===== config.mk =====
export PLATFORM = sky130hd
export DESIGN_NAME = three_level_priority_stable_sort
export DESIGN_NICKNAME = d
export VERILOG_FILES = /design/src/design/tlps_pkg.sv /design/src/design/tlps_front.sv /design/src/design/tlps_queue.sv /design/src/design/tlps_back.sv /design/src/design/three_level_priority_stable_sort.sv
export SDC_FILE = /design/constraint.sdc
export NUM_CORES = 2
export LEC_CHECK = 0
export ABC_CLOCK_PERIOD_IN_PS = 4600
export BUFFER_PORTS_ARGS = -buffer_cell sky130_fd_sc_hd__clkbuf_2
export CORE_MARGIN = 4
export CORE_UTILIZATION = 29
export CTS_BUF_LIST = sky130_fd_sc_hd__clkbuf_2
export DETAILED_ROUTE_END_ITERATION = 12
export HOLD_SLACK_MARGIN = 0.03
export PLACE_DENSITY_LB_ADDON = 0.05
export SLEW_MARGIN = 30
export SYNTH_ARGS = -nofsm -noshare
export SYNTH_HDL_FRONTEND = slang
export SYNTH_HIERARCHICAL = 1
export SYNTH_SLANG_ARGS = --single-unit

===== constraint.sdc =====
create_clock -name clk -period 4.6 [get_ports clk]
set_clock_uncertainty 0.15 [all_clocks]
set_input_delay 0.92 -clock clk [delete_from_list [all_inputs] [get_ports clk]]
set_output_delay 0.92 -clock clk [all_outputs]
set_load 0.02 [all_outputs]

===== src/design/tlps_pkg.sv =====
// Shared types and constants of the three-level priority sort block.
package tlps_pkg;

  localparam int DEPTH         = 64;
  localparam int PAYLOAD_WIDTH = 32;
  localparam int IDX_W         = $clog2(DEPTH);
  localparam int CNT_W         = $clog2(DEPTH + 1);
  localparam int PRI_W         = 2;
  localparam int QUEUE_DEPTH   = 2;
  localparam int QPTR_W        = $clog2(QUEUE_DEPTH);
  localparam int QCNT_W        = $clog2(QUEUE_DEPTH + 1);

  localparam logic [PRI_W-1:0] PRI_NONE  = 2'd0;
  localparam logic [PRI_W-1:0] PRI_FIRST = 2'd1;
  localparam logic [PRI_W-1:0] PRI_LAST  = 2'd3;

  typedef struct packed {
    logic [PRI_W-1:0]         priority_req;
    logic [PAYLOAD_WIDTH-1:0] payload;
    logic                     last_in;
  } in_word_t;

  typedef struct packed {
    logic [PAYLOAD_WIDTH-1:0] sorted_payload;
    logic [PRI_W-1:0]         sorted_priority;
    logic                     last_out;
  } out_word_t;

  // Command passed from the front end to the back end.
  typedef struct packed {
    logic                     write;
    logic                     flush;
    logic [PRI_W-1:0]         pri;
    logic [PAYLOAD_WIDTH-1:0] payload;
  } cmd_t;

endpackage


===== src/design/tlps_front.sv =====
// Front end: classifies incoming words and turns them into store and flush commands.
module tlps_front (
  input  logic              clk,
  input  logic              rst_n,
  input  logic              in_valid,
  output logic              in_ready,
  input  tlps_pkg::in_word_t in_data,
  output logic              cmd_valid,
  input  logic              cmd_ready,
  output tlps_pkg::cmd_t    cmd
);

  logic [tlps_pkg::CNT_W-1:0] count_r;
  logic [tlps_pkg::CNT_W-1:0] count_nxt;
  logic                       keep;
  logic                       accept;

  // An entry is kept when its priority is valid and the list still has room.
  assign keep   = (in_data.priority_req != tlps_pkg::PRI_NONE) &&
                  (count_r < tlps_pkg::CNT_W'(tlps_pkg::DEPTH));
  assign in_ready  = cmd_ready;
  assign accept    = in_valid && in_ready;
  assign cmd_valid = accept && (keep || in_data.last_in);

  assign cmd.write   = keep;
  assign cmd.flush   = in_data.last_in;
  assign cmd.pri     = in_data.priority_req;
  assign cmd.payload = in_data.payload;

  always_comb begin
    count_nxt = count_r;
    if (accept) begin
      if (in_data.last_in) begin
        count_nxt = '0;
      end else if (keep) begin
        count_nxt = count_r + tlps_pkg::CNT_W'(1);
      end
    end
  end

  always_ff @(posedge clk) begin
    if (!rst_n) begin
      count_r <= '0;
    end else begin
      count_r <= count_nxt;
    end
  end

endmodule


===== src/design/tlps_queue.sv =====
// Short command queue that decouples the front end from the back end.
module tlps_queue (
  input  logic           clk,
  input  logic           rst_n,
  input  logic           push_valid,
  output logic           push_ready,
  input  tlps_pkg::cmd_t push_cmd,
  output logic           pop_valid,
  input  logic           pop_ready,
  output tlps_pkg::cmd_t pop_cmd
);

  tlps_pkg::cmd_t              entry_r [tlps_pkg::QUEUE_DEPTH];
  logic [tlps_pkg::QPTR_W-1:0] wr_ptr_r;
  logic [tlps_pkg::QPTR_W-1:0] rd_ptr_r;
  logic [tlps_pkg::QCNT_W-1:0] fill_r;
  logic                        push;
  logic                        pop;

  assign push_ready = (fill_r != tlps_pkg::QCNT_W'(tlps_pkg::QUEUE_DEPTH));
  assign pop_valid  = (fill_r != '0);
  assign pop_cmd    = entry_r[rd_ptr_r];
  assign push       = push_valid && push_ready;
  assign pop        = pop_valid && pop_ready;

  always_ff @(posedge clk) begin
    if (push) begin
      entry_r[wr_ptr_r] <= push_cmd;
    end
  end

  always_ff @(posedge clk) begin
    if (!rst_n) begin
      wr_ptr_r <= '0;
      rd_ptr_r <= '0;
      fill_r   <= '0;
    end else begin
      if (push) begin
        wr_ptr_r <= (wr_ptr_r == tlps_pkg::QPTR_W'(tlps_pkg::QUEUE_DEPTH - 1)) ?
                    '0 : wr_ptr_r + tlps_pkg::QPTR_W'(1);
      end
      if (pop) begin
        rd_ptr_r <= (rd_ptr_r == tlps_pkg::QPTR_W'(tlps_pkg::QUEUE_DEPTH - 1)) ?
                    '0 : rd_ptr_r + tlps_pkg::QPTR_W'(1);
      end
      if (push && !pop) begin
        fill_r <= fill_r + tlps_pkg::QCNT_W'(1);
      end else if (pop && !push) begin
        fill_r <= fill_r - tlps_pkg::QCNT_W'(1);
      end
    end
  end

endmodule


===== src/design/tlps_back.sv =====
// Back end: entry store, three-pass priority scan and output register.
module tlps_back (
  input  logic                clk,
  input  logic                rst_n,
  input  logic                cmd_valid,
  output logic                cmd_ready,
  input  tlps_pkg::cmd_t      cmd,
  output logic                out_valid,
  input  logic                out_ready,
  output tlps_pkg::out_word_t out_data
);

  logic [tlps_pkg::PAYLOAD_WIDTH-1:0] pay_mem [tlps_pkg::DEPTH];
  logic [tlps_pkg::PRI_W-1:0]         pri_mem [tlps_pkg::DEPTH];

  logic [tlps_pkg::CNT_W-1:0]         fill_r;
  logic [tlps_pkg::CNT_W-1:0]         fill_upd;
  logic [tlps_pkg::CNT_W-1:0]         total_r;
  logic [tlps_pkg::CNT_W-1:0]         emit_cnt_r;
  logic                               scan_r;
  logic [tlps_pkg::PRI_W-1:0]         pass_r;
  logic [tlps_pkg::IDX_W-1:0]         idx_r;

  logic                               rd_v_r;
  logic [tlps_pkg::PAYLOAD_WIDTH-1:0] rd_pay_r;
  logic [tlps_pkg::PRI_W-1:0]         rd_pri_r;
  logic [tlps_pkg::PRI_W-1:0]         rd_tag_r;

  logic                               out_valid_r;
  tlps_pkg::out_word_t                out_r;

  logic                               take;
  logic                               out_free;
  logic                               s1_match;
  logic                               s1_go;
  logic                               issue;
  logic                               idx_end;
  logic                               emit;

  // Commands wait while a scan is still reading the store.
  assign cmd_ready = !scan_r && !rd_v_r;
  assign take      = cmd_valid && cmd_ready;
  assign fill_upd  = fill_r + tlps_pkg::CNT_W'(cmd.write);

  assign out_free = !out_valid_r || out_ready;
  assign s1_match = rd_v_r && (rd_pri_r == rd_tag_r);
  assign s1_go    = rd_v_r && (!s1_match || out_free);
  assign issue    = scan_r && (!rd_v_r || s1_go);
  assign idx_end  = ({1'b0, idx_r} == (total_r - tlps_pkg::CNT_W'(1)));
  assign emit     = s1_go && s1_match;

  always_ff @(posedge clk) begin
    if (take && cmd.write) begin
      pay_mem[fill_r[tlps_pkg::IDX_W-1:0]] <= cmd.payload;
      pri_mem[fill_r[tlps_pkg::IDX_W-1:0]] <= cmd.pri;
    end
    if (issue) begin
      rd_pay_r <= pay_mem[idx_r];
      rd_pri_r <= pri_mem[idx_r];
      rd_tag_r <= pass_r;
    end
    if (emit) begin
      out_r.sorted_payload  <= rd_pay_r;
      out_r.sorted_priority <= rd_pri_r;
      out_r.last_out        <= (emit_cnt_r == (total_r - tlps_pkg::CNT_W'(1)));
    end
  end

  always_ff @(posedge clk) begin
    if (!rst_n) begin
      fill_r      <= '0;
      total_r     <= '0;
      emit_cnt_r  <= '0;
      scan_r      <= 1'b0;
      pass_r      <= tlps_pkg::PRI_FIRST;
      idx_r       <= '0;
      rd_v_r      <= 1'b0;
      out_valid_r <= 1'b0;
    end else begin
      if (take) begin
        if (cmd.flush) begin
          fill_r     <= '0;
          total_r    <= fill_upd;
          emit_cnt_r <= '0;
          scan_r     <= (fill_upd != '0);
          pass_r     <= tlps_pkg::PRI_FIRST;
          idx_r      <= '0;
        end else begin
          fill_r <= fill_upd;
        end
      end

      if (issue) begin
        if (idx_end) begin
          idx_r <= '0;
          if (pass_r == tlps_pkg::PRI_LAST) begin
            scan_r <= 1'b0;
          end else begin
            pass_r <= pass_r + tlps_pkg::PRI_W'(1);
          end
        end else begin
          idx_r <= idx_r + tlps_pkg::IDX_W'(1);
        end
      end

      if (issue) begin
        rd_v_r <= 1'b1;
      end else if (s1_go) begin
        rd_v_r <= 1'b0;
      end

      if (emit) begin
        emit_cnt_r  <= emit_cnt_r + tlps_pkg::CNT_W'(1);
        out_valid_r <= 1'b1;
      end else if (out_ready) begin
        out_valid_r <= 1'b0;
      end
    end
  end

  assign out_valid = out_valid_r;
  assign out_data  = out_r;

endmodule


===== src/design/three_level_priority_stable_sort.sv =====
// Top level of the three-level priority stable sort block.
// Loading takes one input word per cycle while the command queue has room; a kept entry is
// stored once the back end takes its command. After the last word, emission scans the N kept
// entries three times, one store read per cycle unless a waiting result holds the scan.
// Emission is bound by the single read port of the entry store; a new list is stored once
// the scan is done. Synchronous active-low reset empties the list and the queue.
module three_level_priority_stable_sort (
  input  logic                clk,
  input  logic                rst_n,
  input  logic                in_valid,
  output logic                in_ready,
  input  tlps_pkg::in_word_t  in_data,
  output logic                out_valid,
  input  logic                out_ready,
  output tlps_pkg::out_word_t out_data
);

  // Command path from the front end through the queue into the back end.
  logic           f_valid;
  logic           f_ready;
  tlps_pkg::cmd_t f_cmd;
  logic           b_valid;
  logic           b_ready;
  tlps_pkg::cmd_t b_cmd;

  // The front end drops words with an invalid priority or that arrive once the
  // list is full, and only forwards words that store an entry or close the list.
  tlps_front u_front (
    .clk       (clk),
    .rst_n     (rst_n),
    .in_valid  (in_valid),
    .in_ready  (in_ready),
    .in_data   (in_data),
    .cmd_valid (f_valid),
    .cmd_ready (f_ready),
    .cmd       (f_cmd)
  );

  // The queue lets the front end keep taking words while the back end is
  // held, for example during a scan, until its two entries are full.
  tlps_queue u_queue (
    .clk        (clk),
    .rst_n      (rst_n),
    .push_valid (f_valid),
    .push_ready (f_ready),
    .push_cmd   (f_cmd),
    .pop_valid  (b_valid),
    .pop_ready  (b_ready),
    .pop_cmd    (b_cmd)
  );

  // The back end writes entries in arrival order and, on a flush, walks the
  // store once per priority level, which keeps the order stable within a level.
  // Its output register lets the scan pass other priorities while a result waits downstream.
  tlps_back u_back (
    .clk       (clk),
    .rst_n     (rst_n),
    .cmd_valid (b_valid),
    .cmd_ready (b_ready),
    .cmd       (b_cmd),
    .out_valid (out_valid),
    .out_ready (out_ready),
    .out_data  (out_data)
  );

endmodule


# Word level (Yosys, flattened, before mapping)
# Memories as Yosys holds them, arrays and structs flattened. A register that Yosys moved wholly into a read port is not among the register bits.
# Index checks and enable logic that the tools add are counted.
totals:
  regBits: 80
  latch_bits: 0
  ram_bits: 2248
  rom_bits: 0
  out_inout_bits: 37
  word_cells: 107
  memories: 3
memory_table:
  columns: ["memory", "words", "width", "rd", "rd_clocked_by_memory_dff", "wr", "line_no", "text"]
  rows:
  - ["u_back.pay_mem", 64, 32, 1, 1, 1, "tlps_back.sv:13", "logic [tlps_pkg::PAYLOAD_WIDTH-1:0] pay_mem [tlps_pkg::DEPTH];"]
  - ["u_back.pri_mem", 64, 2, 1, 1, 1, "tlps_back.sv:14", "logic [tlps_pkg::PRI_W-1:0] pri_mem [tlps_pkg::DEPTH];"]
  - ["u_queue.entry_r", 2, 36, 1, 1, 1, "tlps_queue.sv:13", "tlps_pkg::cmd_t entry_r [tlps_pkg::QUEUE_DEPTH];"]
op_classes:
  n_addsub: 10
  mul: 0
  div: 0
  order_cmp: 1
  eq_ne: 5
  n_shift: 0
  mux: 34
  bitwise: 0
  reduce_logical: 38
op_table:
  columns: ["cell", "count"]
  rows:
  - ["7-bit two-way mux", 6]
  - ["6-bit two-way mux", 4]
  - ["2-bit nonzero test", 10]
  - ["1-bit two-way mux", 17]
  - ["7-bit by 1-bit adder with 7-bit output (second input constant)", 2]
  - ["2-bit two-way mux", 7]
  - ["1-bit logical AND", 13]
  - ["2-bit AND reduction", 4]
  - ["7-bit by 1-bit adder with 7-bit output", 1]
  - ["6-bit by 7-bit equality test with 1-bit output", 1]
  - ["7-bit equality test", 1]
  - ["7-bit less-than comparator (second input constant)", 1]
  - ["7-bit nonzero test", 1]
  - ["7-bit by 1-bit subtractor with 7-bit output (second input constant)", 1]
  - ["6-bit by 1-bit adder with 6-bit output (second input constant)", 1]
  - ["1-bit zero test", 6]
  - ["2-bit by 1-bit adder with 2-bit output (second input constant)", 2]
  - ["1-bit logical OR", 4]
  - ["1-bit adder (second input constant)", 2]
  - ["2-bit equality test", 1]
  - ["2-bit equality test (second input constant)", 1]
  - ["2-bit inequality test (second input constant)", 1]
  - ["2-bit by 1-bit subtractor with 2-bit output (second input constant)", 1]

# Logic depth before layout (Yosys ltp)
depth:
  ltp_word: 9
  mapped_depth: 10
  mapped_depth_nobuf: 8

# Modules after synthesis
# The synthesis kept the hierarchy.
modules_own_cells:
  columns: ["mod", "instances", "cells_each", "area_each_um2", "seq_area_each_um2"]
  rows:
  - ["tlps_back", 1, 3862, 86733.2, 68115.3]
  - ["tlps_queue", 1, 136, 2832.7, 2262.2]
  - ["tlps_front", 1, 77, 640.6, 140.1]

# Least setup slack after synthesis
# OpenSTA, ideal clock, no wires.
synth_path:
  path_kind: "input to register"
  from: "input port out_ready"
  to: "register u_back/pass_r[0] (netlist bit)"
  setup_ns: 0.123
  t_arrival_ns: 3.387
  required_time_ns: 4.327
  slack_ns: 0.939
  cell_stages: 6
  n_path_buf: 1
  path_cell_list: "nand2b_1 -> o41a_1 -> clkbuf_1 -> nand3_1 -> nor3_4 -> mux2_1"
synth_via:
  elab_chain_cells: 6
synth_rtl:
  columns: ["item", "line_no", "text"]
  rows:
  - ["start: declaration", "three_level_priority_stable_sort.sv:14", "input logic out_ready,"]
  - ["1-bit logical OR", "tlps_back.sv:45", "assign out_free = !out_valid_r || out_ready;"]
  - ["1-bit logical OR", "tlps_back.sv:47", "assign s1_go = rd_v_r && (!s1_match || out_free);"]
  - ["1-bit logical AND", "tlps_back.sv:47", null]
  - ["1-bit logical OR", "tlps_back.sv:48", "assign issue = scan_r && (!rd_v_r || s1_go);"]
  - ["1-bit logical AND", "tlps_back.sv:48", null]
  - ["net u_back.issue", "tlps_back.sv:36", "logic issue;"]
  - ["2-bit two-way mux", "tlps_back.sv:93", "if (issue) begin"]
  - ["end signal: assignment", "tlps_back.sv:75", "pass_r <= tlps_pkg::PRI_FIRST;"]
  - ["end signal: assignment", "tlps_back.sv:86", "pass_r <= tlps_pkg::PRI_FIRST;"]
  - ["end signal: assignment", "tlps_back.sv:99", "pass_r <= pass_r + tlps_pkg::PRI_W'(1);"]
  - ["end: declaration", "tlps_back.sv:21", "logic [tlps_pkg::PRI_W-1:0] pass_r;"]
# The timed path passes the listed nets, and every way through them passes these cells.
# A chain may end at the register's enable or synchronous reset.

# Worst setup path in the final report
layout_path:
  from: "register u_back.out_r (netlist bit u_back/out_data[8])"
  to: "output port out_data[8] (netlist bit)"
layout_rtl:
  columns: ["item", "line_no", "text"]
  rows:
  - ["start: declaration", "tlps_back.sv:30", "tlps_pkg::out_word_t out_r;"]
  - ["end: declaration", "three_level_priority_stable_sort.sv:15", "output tlps_pkg::out_word_t out_data"]
# No word-level cell between the ends.

==> summary.md <==
| Metric | Value |
|---|---|
| Static Leak | 33.0 nW |
| DR WL/cell | 30.8 um |
| Layout cells sized above 1 | 38.2% |
| GRT overflow | 0 |
| Fmax | 0.258 GHz |
| Yosys top cell by area | edfxtp_1 |
| RR Startpoint | u_back/idx_r[1] |
| Post-synth EDFFs | 2,319 |
| Final Hold Fails | 0 |
| Slew margin rel. | 35.0% |
| Syn Inst Count | 4,075 |
| Root Driver | clkbuf_2 |
| DRC violations left | 0 |
| Clk sinks | 2,363 |
| WL final | 295,000 um |
| GP Congestion | 0.718 |
| FFs w/ async S/R, synth | 0% |
| Total track usage | 18.3% |
| Final non-filler cell total | 9,581 |
| Max-cap violations | 0 |
| Initial antenna violation count | 15 |
| Tot Pwr | 0.0483 W |
| Least-Margin Pin Slew | 974 ps |
| Count of state elements after synthesis | 2,363 |
| DR vias/cell | 4.82 |
| Crit end category | primary output |
| Mapped Area | 0.0902 sq mm |
| Filler cell count | 29,600 |
| Largest net degree at the start of global routing | 72 |
| Final worst path period share | 84.2% |
| Vias in the first global route | 49,400 |
| CP Launch Type | flop |
| Worst VDD drop | 0.000212 V |
| Global-route wire length before repair | 405,000 um |
| RSZ-0062 raised after global routing | no |
| Status | completed |
| Tightest Hold Check Type | flop to flop |
| Worst skew pair latency | 1970 ps |
| Final ANT Viol Nets | 0 |
| Pre-CTS WS | 616 ps |
| Main synth FF type | edfxtp_1 |
| CTS clk-pin slew, worst paths | 90 ps |
| Distinct cell type count after synthesis | 79 |
| Mean area per synthesized cell | 22.1 sq um |
| Crit path DAT | 2800 ps |
| Setup violators final | 0 |
| CP delay by family, top | flip-flops |
| Die Area | 0.320 sq mm |
| Most frequent cell after synthesis | edfxtp_1 |
| Area delta synth->final | 16.3% |
| # IOs | 76 |
| Yosys warns | 6 |
| Cell Chain, Critical Path | clkbuf_2 |
| Die height | 566 um |
| CP Class | flop to primary output |
| Total core area | 0.309 sq mm |
| Critical path launch point | u_back/out_data[8] |
| Syn_nets | 4,123 |
| Initial Utilization | 29.2% |
| Top post-synthesis cells by count | edfxtp_1 (2,319), mux4_2 (516), nor2_1 (133), clkbuf_1 (100), mux2i_1 (90) |
| Final setup TNS | 0 ps |
| Total CTS buffers | 660 |
| CP Max Fanout | 1 |
| Synth top area share | 77.2% |
| Hold path start | u_back/rd_pay_r[26] |
| Dpl hpwl | 175,000 um |
| CP required | 3530 ps |
| Hold slack final | 287 ps |
| CTS tree | done |
| # H-tree levels | 6 |
| Clk buf depth | 4 |
| Final worst slack | 729 ps |
| Worst path slowest cell | edfxtp_1 |
| Cells after DPL | 8,298 |
| Postcts setup bufs | 0 |
| Seq/Total Area, Yosys | 78.2% |
| Pwr dens | 460 mW/mm^2 |
| Slew Viols, Final | 0 |
| Starting DRT DRC Count | 3,502 |
| Dominant cells by area after synthesis | edfxtp_1 (77%), mux4_2 (13%), mux2i_1 (1.0%) |
| Die width | 566 um |
| Number of iterations in the first detailed-routing pass | 5 |
| DR vias | 46,200 |
| Final #Nets | 5,005 |
| Buffers and inverters on the worst path | 1 |
| Row cnt | 204 |
| IO buf count | 75 |
| Fin crit period | 3870 ps |
| Crit path largest cell delay | 570 ps |
-- metal layers --
metal | part of all wire [%] | global-route usage (%) | vias to the layer above
met1 | 45 | 25.3 | 25000
met3 | 4.6 | 3.17 | 416
met4 | 2.3 | 5.32 | 6
met5 | 0.016 | 0 | -
met2 | 48 | 29.5 | 1285
li1 | - | - | 19500
-- where the power goes --
| part | switching, W | internal [W] | leakage [nW] |
|---|---|---|---|
| Sequential | 0.000256 | 0.0257 | 21.2 |
| Combinational | 0.00451 | 0.00254 | 7.26 |
| Clock | 0.00915 | 0.00619 | 4.55 |
-- what timing repair did --
action                    4_1_cts  5_1_grt
resized for setup               0        0
hold buffers                  116        0
hold endpoints to repair      228        0
-- state kept, by name, summed over array words and instances (netlist names), 2 cells and up, named ones only --
name,cells
u_back/total_r,7
u_back/idx_r,6
u_back/pay_mem,2048
u_back/rd_pri_r,2
u_back/emit_cnt_r,7
u_back/rd_pay_r,32
u_back/out_data,35
u_queue/entry_r,72
u_back/pass_r,2
u_back/pri_mem,128
u_queue/fill_r,2
u_front/count_r,7
u_back/rd_tag_r,2
u_back/fill_r,7
-- cell usage in the layout, fill, tap and decap left out, types with 11 or more instances in the layout --
cell           count
o21ai_0           13
buf_12            57
nand2_1           55
clkinv_2          13
mux4_2           516
dlygate4sd3_1    115
nor2_4            66
a221oi_1          82
o221ai_1          24
a22oi_1           24
a21boi_0          11
clkinv_4          11
clkinv_1         113
nand2b_1          15
clkinvlp_4        11
a211oi_1          14
clkbuf_2        1055
a21oi_1           41
mux2i_1           90
o22ai_1           61
buf_4            229
nor2_1            65
mux2_4            13
nor3_1            35
dfxtp_1           38
nand3b_1          13
edfxtp_1        2319
nand3_1           30
xor2_1            17
xnor2_1           12
nor2b_1           24
inv_6             14
mux2_2            33
a22o_1            50
a311oi_1          12
-- cell type report --
cell class / instances / area, sq um / share of cell area, %
clock buffers: 980 / 4900 / 4.67
repair buffers: 481 / 4460 / 4.25
multi-input cells: 1440 / 18700 / 17.9
inverters: 11 / 42.5 / 0.0405
flip-flops and latches: 2363 / 70500 / 67.2
well taps: 4120 / 5150 / 4.91
clock inverters: 176 / 1060 / 1.01
diodes: 10 / 25.0 / 0.0239
-- path summary, 6_finish.rpt --
path / to / cells past startpoint / slack, ps
max: out_data[8] / 1 / 730
min: u_back/out_data[29] / 0 / 290
max reg2reg: u_back/rd_pay_r[14] / 7 / 790
min reg2reg: u_back/out_data[29] / 0 / 290
-- stage by stage --
| step | utilization (%) | instance area [sq um] |
|---|---|---|
| floorplan | - | 90200 |
| global placement | 31.6 | 97600 |
| detailed placement | 31.6 | 97700 |
| CTS | 33.9 | 105000 |
| global route | 33.9 | 105000 |
| finish | 33.9 | 105000 |
-- logic make-up after synthesis --
| group | synth area share, % |
|---|---|
| flip-flops | 78.2 |
| multiplexers | 14.5 |
| AO/OA/AOI/OAI | 3.19 |
| AND/OR/NAND/NOR | 2.05 |
| buffers and inverters | 1.72 |
| XOR/XNOR | 0.282 |
| adder cells (fa/ha/maj) | 0.125 |
No activity file was read; power rests on OpenSTA's default activity.
